[config.mk]
export PLATFORM = sky130hd
export DESIGN_NAME = mssd_front_flat
export DESIGN_NICKNAME = d
export VERILOG_FILES = /design/src/rtl/mssd_pkg.sv /design/src/rtl/mssd_if.sv /design/src/rtl/mssd_front.sv /design/src/flat_wrapper.sv
export SDC_FILE = /design/constraint.sdc
export NUM_CORES = 1
export LEC_CHECK = 0
export ABC_AREA = 1
export BUFFER_PORTS_ARGS = -buffer_cell sky130_fd_sc_hd__clkbuf_2
export CORE_MARGIN = 1.5
export CORE_UTILIZATION = 46
export DETAILED_ROUTE_END_ITERATION = 12
export PLACE_DENSITY_LB_ADDON = 0.2
export SLEW_MARGIN = 40
export SYNTH_ARGS = -nofsm -noshare
export SYNTH_HDL_FRONTEND = slang
export SYNTH_SLANG_ARGS = --single-unit
[constraint.sdc]
create_clock -name clk -period 2.15 [get_ports clk]
set_input_delay 0.215 -clock clk [delete_from_list [all_inputs] [get_ports clk]]
set_output_delay 0.215 -clock clk [all_outputs]
set_load 0.1 [all_outputs]
[src/rtl/mssd_pkg.sv]
// Shared types, constants and functions for the seven-segment display driver.
package mssd_pkg;

	localparam int MAX_DIGITS_DEF = 8;
	localparam int VALUE_W        = 31;
	localparam int DIGIT_W        = 4;
	localparam int CNT_W          = 4;
	localparam int DEC_W          = 3;
	localparam int POS_W          = 3;
	localparam int LINES_W        = 8;
	localparam int CFG_IDX_W      = 2;
	localparam int CFG_DATA_W     = 4;
	localparam int Q_DEPTH        = 2;
	localparam int QPTR_W         = $clog2(Q_DEPTH);
	localparam int MUL_W          = 32;
	localparam int PROD_W         = 2 * MUL_W;
	localparam int RECIP_SHIFT    = 35;

	localparam logic [MUL_W-1:0] RECIP_10 = 32'hCCCC_CCCD;

	localparam logic [CNT_W-1:0] DIGIT_COUNT_RST   = 4'd4;
	localparam logic [DEC_W-1:0] DECIMAL_COUNT_RST = 3'd0;
	localparam logic             ACTIVE_HIGH_RST   = 1'b1;

	localparam logic [CFG_IDX_W-1:0] REG_DIGIT_COUNT   = 2'd0;
	localparam logic [CFG_IDX_W-1:0] REG_DECIMAL_COUNT = 2'd1;
	localparam logic [CFG_IDX_W-1:0] REG_ACTIVE_HIGH   = 2'd2;

	typedef enum logic {
		OP_LOAD = 1'b0,
		OP_TICK = 1'b1
	} op_t;

	typedef enum logic {
		ST_IDLE,
		ST_SPLIT
	} state_t;

	typedef struct packed {
		op_t                op;
		logic [VALUE_W-1:0] value;
	} cmd_t;

	typedef struct packed {
		logic [CNT_W-1:0] digit_count;
		logic [DEC_W-1:0] decimal_count;
		logic             active_high;
	} cfg_t;

	function automatic logic [CNT_W-1:0] eff_count(input logic [CNT_W-1:0] dc,
			input logic [CNT_W-1:0] max_d);
		logic [CNT_W-1:0] n;
		if (dc == '0) begin
			n = CNT_W'(1);
		end else if (dc > max_d) begin
			n = max_d;
		end else begin
			n = dc;
		end
		return n;
	endfunction

	function automatic logic [LINES_W-1:0] seg_pattern(input logic [DIGIT_W-1:0] d);
		logic [LINES_W-1:0] s;
		unique case (d)
			4'd0: s = 8'h3F;
			4'd1: s = 8'h06;
			4'd2: s = 8'h5B;
			4'd3: s = 8'h4F;
			4'd4: s = 8'h66;
			4'd5: s = 8'h6D;
			4'd6: s = 8'h7D;
			4'd7: s = 8'h07;
			4'd8: s = 8'h7F;
			4'd9: s = 8'h6F;
			default: s = 8'h00;
		endcase
		return s;
	endfunction

endpackage

[src/rtl/mssd_if.sv]
// Valid/ready channel interfaces for display items and display results.
interface mssd_in_if;
	import mssd_pkg::*;
	logic               valid;
	logic               ready;
	logic               func;
	logic [VALUE_W-1:0] value;
	modport source (output valid, output func, output value, input ready);
	modport sink (input valid, input func, input value, output ready);
endinterface


[src/rtl/mssd_front.sv]
// Front end: accept items, classify them and hold them in a short command queue.
module mssd_front (
	input  logic          clk,
	input  logic          arst_n,
	mssd_in_if.sink       in_ch,
	output logic          cmd_valid,
	output mssd_pkg::cmd_t cmd,
	input  logic          cmd_pop
);
	import mssd_pkg::*;

	cmd_t              entry_q [Q_DEPTH];
	logic [QPTR_W-1:0] wr_ptr_q;
	logic [QPTR_W-1:0] rd_ptr_q;
	logic [QPTR_W:0]   count_q;
	logic              push;
	logic              pop;
	cmd_t              cmd_in;

	assign in_ch.ready = (count_q != (QPTR_W + 1)'(Q_DEPTH));
	assign push        = in_ch.valid && in_ch.ready;
	assign pop         = cmd_pop && cmd_valid;
	assign cmd_valid   = (count_q != '0);
	assign cmd         = entry_q[rd_ptr_q];

	always_comb begin
		cmd_in.op    = in_ch.func ? OP_TICK : OP_LOAD;
		cmd_in.value = in_ch.value;
	end

	always_ff @(posedge clk) begin
		if (push) begin
			entry_q[wr_ptr_q] <= cmd_in;
		end
	end

	always_ff @(posedge clk or negedge arst_n) begin
		if (!arst_n) begin
			wr_ptr_q <= '0;
			rd_ptr_q <= '0;
			count_q  <= '0;
		end else begin
			if (push) begin
				wr_ptr_q <= (wr_ptr_q == QPTR_W'(Q_DEPTH - 1)) ? '0 : wr_ptr_q + 1'b1;
			end
			if (pop) begin
				rd_ptr_q <= (rd_ptr_q == QPTR_W'(Q_DEPTH - 1)) ? '0 : rd_ptr_q + 1'b1;
			end
			unique case ({push, pop})
				2'b10:   count_q <= count_q + 1'b1;
				2'b01:   count_q <= count_q - 1'b1;
				default: count_q <= count_q;
			endcase
		end
	end

endmodule

[src/flat_wrapper.sv]
// flat-port wrapper written by rule: the top's interface ports become plain ports
module mssd_front_flat import mssd_pkg::*;
  (clk, arst_n, cmd_valid, cmd, cmd_pop, in_ch_valid, in_ch_func, in_ch_value, in_ch_ready);
  mssd_in_if in_ch_i ();
  input  logic clk;
  input  logic arst_n;
  output logic cmd_valid;
  output mssd_pkg::cmd_t cmd;
  input  logic cmd_pop;
  input wire logic [$bits(in_ch_i.valid)-1:0] in_ch_valid;
  input wire logic [$bits(in_ch_i.func)-1:0] in_ch_func;
  input wire logic [$bits(in_ch_i.value)-1:0] in_ch_value;
  output wire logic [$bits(in_ch_i.ready)-1:0] in_ch_ready;
  assign in_ch_i.valid = in_ch_valid;
  assign in_ch_i.func = in_ch_func;
  assign in_ch_i.value = in_ch_value;
  assign in_ch_ready = in_ch_i.ready;
  mssd_front u_core (.clk(clk), .arst_n(arst_n), .in_ch(in_ch_i), .cmd_valid(cmd_valid), .cmd(cmd), .cmd_pop(cmd_pop));
endmodule
# Word level (Yosys, flattened, before mapping)
# Memory sizes are Yosys's and may differ from the RTL's.
# Cells that the tools add are included.
[totals]
register_bits = 4
ramBits = 64
inputBits = 36
out_inout_bits = 34
elab_cells = 21
memories = 1
[classes]
addsub = 4
n_eq_ne = 3
n_mux = 6
reduce_logical = 4
[memory_table]
columns = ["memory", "words", "word_bits", "read_ports", "rd_ports_with_merged_regs", "wr", "line_no", "source"]
rows = [
  ["u_core.entry_q", 2, 32, 1, 0, 1, "mssd_front.sv:12", "cmd_t entry_q [Q_DEPTH];"],
]
[op_table]
columns = ["op", "count"]
rows = [
  ["$mux 1", 5],
  ["$pmux 2 s2", 1],
  ["$reduce_bool 2->1", 2],
  ["$add 1x1->1 const B", 2],
  ["$add 2x1->2 const B", 1],
  ["$eq 2x1->1 const B", 1],
  ["$eq 2x2->1 const B", 1],
  ["$logic_and 1x1->1", 2],
  ["$ne 2x2->1 const B", 1],
  ["$sub 2x1->2 const B", 1],
]

# Logic depth before layout (Yosys ltp)
[depth]
depth_word = 4
ltp_mapped = 10
mapped_depth_nobuf = 10

# Worst setup path before layout
# OpenSTA, ideal clock, no wires.
[synth_timing]
path_type = "reg2reg"
from = "register u_core.count_q[0]"
to = "memory u_core.entry_q[0][0] (netlist bit) (enable)"
setup_ps = 421
arrival_ps = 2172
required_ps = 1729
setup_slack_ps = -443
stages_incl_launch_ff = 5
n_path_buf = 0
period_less_slack_ps = 2593
cell_sequence = "dfrtp_1 -> inv_2 -> nand2_4 -> nand2_4 -> nor2_1"
[synth_between]
elab_chain_len = 4
[synth_rtl]
columns = ["element", "line_no", "source"]
rows = [
  ["start: declaration", "mssd_front.sv:15", "logic [QPTR_W:0] count_q;"],
  ["start signal: assignment", "mssd_front.sv:50", "2'b10: count_q <= count_q + 1'b1;"],
  ["start signal: assignment", "mssd_front.sv:51", "2'b01: count_q <= count_q - 1'b1;"],
  ["start signal: assignment", "mssd_front.sv:52", "default: count_q <= count_q;"],
  ["$ne 2x2->1", "mssd_front.sv:20", "assign in_ch.ready = (count_q != (QPTR_W + 1)'(Q_DEPTH));"],
  ["named net in_ch_ready", "flat_wrapper.sv:13", "output wire logic [$bits(in_ch_i.ready)-1:0] in_ch_ready;"],
  ["$logic_and 1x1->1", "mssd_front.sv:21", "assign push = in_ch.valid && in_ch.ready;"],
  ["$mux 1", "mssd_front.sv:32", "if (push) begin"],
  ["$mux 1 (not written as such)", "mssd_front.sv:33", "entry_q[wr_ptr_q] <= cmd_in;"],
  ["end: declaration", "mssd_front.sv:12", ""],
]
# The timed path passes the listed nets, and every way through them passes these cells.

==> results by group <==
Die
  • Core ar.: 0.00547 mm^2
  • Top Ports: 70
  • Row cnt: 27
  • Die Ht: 78.2 um
  • Starting Density: 0.475
  • Die width: 78.2 um
  • Die Area: 0.00611 mm^2

Job
  • Total of max-cap violations: 0

Timing
  • Setup Skew: 0.00453 ns
  • TNS Setup: 0 ns
  • Slew @ Worst Pin: 0.559 ns
  • Fin crit share: 0.775
  • Setup violators final: 0
  • Max-slew violation count: 0
  • Unrepaired setup endpoints after global routing: no
  • Hold Fails Final Rpt: 0
  • Slew HR: 0.629
  • Max Clk Rate: 600 MHz
  • Fin crit period: 1.67 ns

Finish
  • Filler cells: 397
  • Nets: 314
  • Diodes inserted: 0
  • Most frequent cells in the layout: nand2_1 (103), edfxtp_1 (64), clkbuf_2 (37)
  • Utilization after layout: 0.674
  • Area growth syn-to-layout: 41.9%
  • Fraction of layout cells with a size suffix above 1: 0.340
  • Most common cell after layout, fill and taps aside: nand2_1

Logic synthesis
  • Mux share of post-synthesis cell area: 0
  • Mapped Area: 0.00260 mm^2
  • Syn nets: 234
  • Seq cells post-synth: 68
  • Post-Synth XOR/XNOR Area: 0.00337
  • Post-Synth Simple-Gate Area: 0.173
  • Post-synthesis cell type count: 17
  • Seq/Total Area, Yosys: 0.778
  • Adder-cell share of the synthesized area: 0.00481
  • Avg Cell Area, Syn: 13.2 um^2
  • Mapped Cells: 197
  • Yosys Warn Count: 0
  • Synth Area in Compound Gates: 0.00193
  • Largest family of logic cells by synthesized area: simple AND/OR/NAND/NOR gates

Drt
  • Vias: 1639
  • Drt initial violations: 71
  • WL/cell: 13.3 um
  • Via density: 4.63
  • Post-Route WL: 4720 um
  • TritonRoute pass-1 iters: 4
  • Remaining antenna violation count after routing: 0
  • DRC violations left: 0

Clock tree
  • CTS tree: yes
  • Clk slew on worst S/H paths: 0.07 ns
  • TritonCTS buffer count: 9
  • Clock sinks: 68
  • Clk root buf: clkbuf_8
  • Clock Latency Late Sink: 0.33 ns
  • CTS Buffer Depth: 2
  • Post-CTS Resized: 0
  • Max H-tree Level: 3

Setup path
  • CP most frequent cell: nand2_1
  • CP top delay family: buffers and inverters
  • Cells along the critical path: inv_4, nand2_1, nand2_1, buf_12
  • WP depth: 4
  • CP max stage cell: dfrtp_1
  • Critical path buffers and inverters: 2
  • CP Max Fanout: 33
  • Delay of the slowest cell on the worst path: 0.42 ns
  • Reg2Reg Depth: 9
  • Worst setup SP type: flop
  • WS Path Type: reg2out
  • Critical Path End Type: primary output
  • WP data required: 1.93 ns
  • CP Data Arrival Time: 1.45 ns

Global routing
  • Initial antenna violation count: 0
  • Met3 usage: 0.0360
  • First-pass GRT wire length: 7500 um
  • Grt total ovfl: 0
  • All-Layer GR Usage: 0.169
  • Pin count of the biggest net entering global routing: 34
  • GR Util met2: 0.293
  • GR Util met1: 0.193
  • Grt peak-use layer: met2
  • Vias in the first global route: 1624

Placement
  • Dpl hpwl: 3240 um
  • Placer Congestion: 0.767
  • IO Port Bufs: 69

Worst hold path
  • Hold Path Stages: 1
  • Hold Path Class: in2reg

Outcome
  • Status: finished, final reports clean
==> through the flow <==
step | std cells | instance area (um^2) | setup WS (ns) | hold WS (ns)
final | 354 | 3690 | 0.483 | 0.0665
after global routing | 354 | 3690 | 0.363 | 0.0533
after CTS | 354 | 3690 | 0.442 | 0.0515
after detailed placement | 337 | 3500 | 0.762 | 0.0330
after global placement | 337 | 3500 | 0.824 | 0.0300
after floorplan | 197 | 2600 | 0.0876 | -0.0806
==> layer usage <==
metal / vias up / share of wire
met5: - / 0
li1: 817 / -
met1: 758 / 0.42
met4: 0 / 0.018
met2: 56 / 0.52
met3: 8 / 0.046
==> final cells by class <==
type,instances,area [um^2],share of cell area
Clock buffer,9,124,0.0336
Timing Repair Buffer,76,881,0.239
Sequential cell,68,2020,0.548
Inverter,7,28.8,0.00780
Clock inverter,7,57.6,0.0156
Multi-Input combinational cell,115,484,0.131
Tap cell,72,90.1,0.0244
==> flip-flops by register name, summed over array words and instances, names as in the netlist <==
signal,count
u_core.entry_q,64
u_core.wr_ptr_q,1
u_core.rd_ptr_q,1
u_core.count_q,2
==> worst register-to-register path, cell delays in order (launching register included) <==
cell and delay, ns:
dfrtp_1 0.43, inv_1 0.10, nand2_2 0.07, nand2_1 0.07
inv_1 0.04, ha_1 0.31, inv_1 0.09, nand3_1 0.07
nand2_1 0.06, nand2_1 0.05
==> kinds of logic (layout without fill, tap and decap cells) <==
logic type | count (synthesis) | count (layout)
buffers and inverters | 14 | 99
flip-flops | 68 | 68
XOR/XNOR | 1 | 1
AND/OR/NAND/NOR | 112 | 112
adder cells (fa/ha/maj) | 1 | 1
AO/OA/AOI/OAI | 1 | 1
==> final timing paths <==
path                                         end  slack [ns]         startpoint
max in group asynchronous        u_core.rd_ptr_q        1.79             arst_n
max reg2reg                    u_core.count_q[1]        0.74  u_core.count_q[1]
max                                       cmd[6]        0.48    u_core.rd_ptr_q
min in group asynchronous      u_core.count_q[0]        0.23             arst_n
min                        u_core.entry_q[0][20]        0.07    in_ch_value[20]
min reg2reg                    u_core.count_q[0]        0.53  u_core.count_q[0]
==> synthesized netlist by cell type <==
cell type | number | area share
inv_2 | 1 | 0.0014
a21oi_1 | 1 | 0.0019
buf_6 | 5 | 0.022
edfxtp_1 | 64 | 0.74
nor2_1 | 2 | 0.0029
nand3_1 | 2 | 0.0039
nand2_1 | 103 | 0.15
dfrtp_1 | 4 | 0.039
nand4_1 | 1 | 0.0024
nand2_4 | 2 | 0.0087
nand2_2 | 1 | 0.0024
inv_1 | 5 | 0.0072
nor2_4 | 1 | 0.0043
buf_4 | 2 | 0.0058
xnor2_1 | 1 | 0.0034
inv_4 | 1 | 0.0024
ha_1 | 1 | 0.0048
==> timing repair <==
action	CTS	global route
hold endpoints to repair	4	0
buffers inserted	0	0
hold buffers	1	0
Power is left out: the tool's default activity adds up to more than one toggle a clock period on the data nets, which glitch-free logic cannot reach.
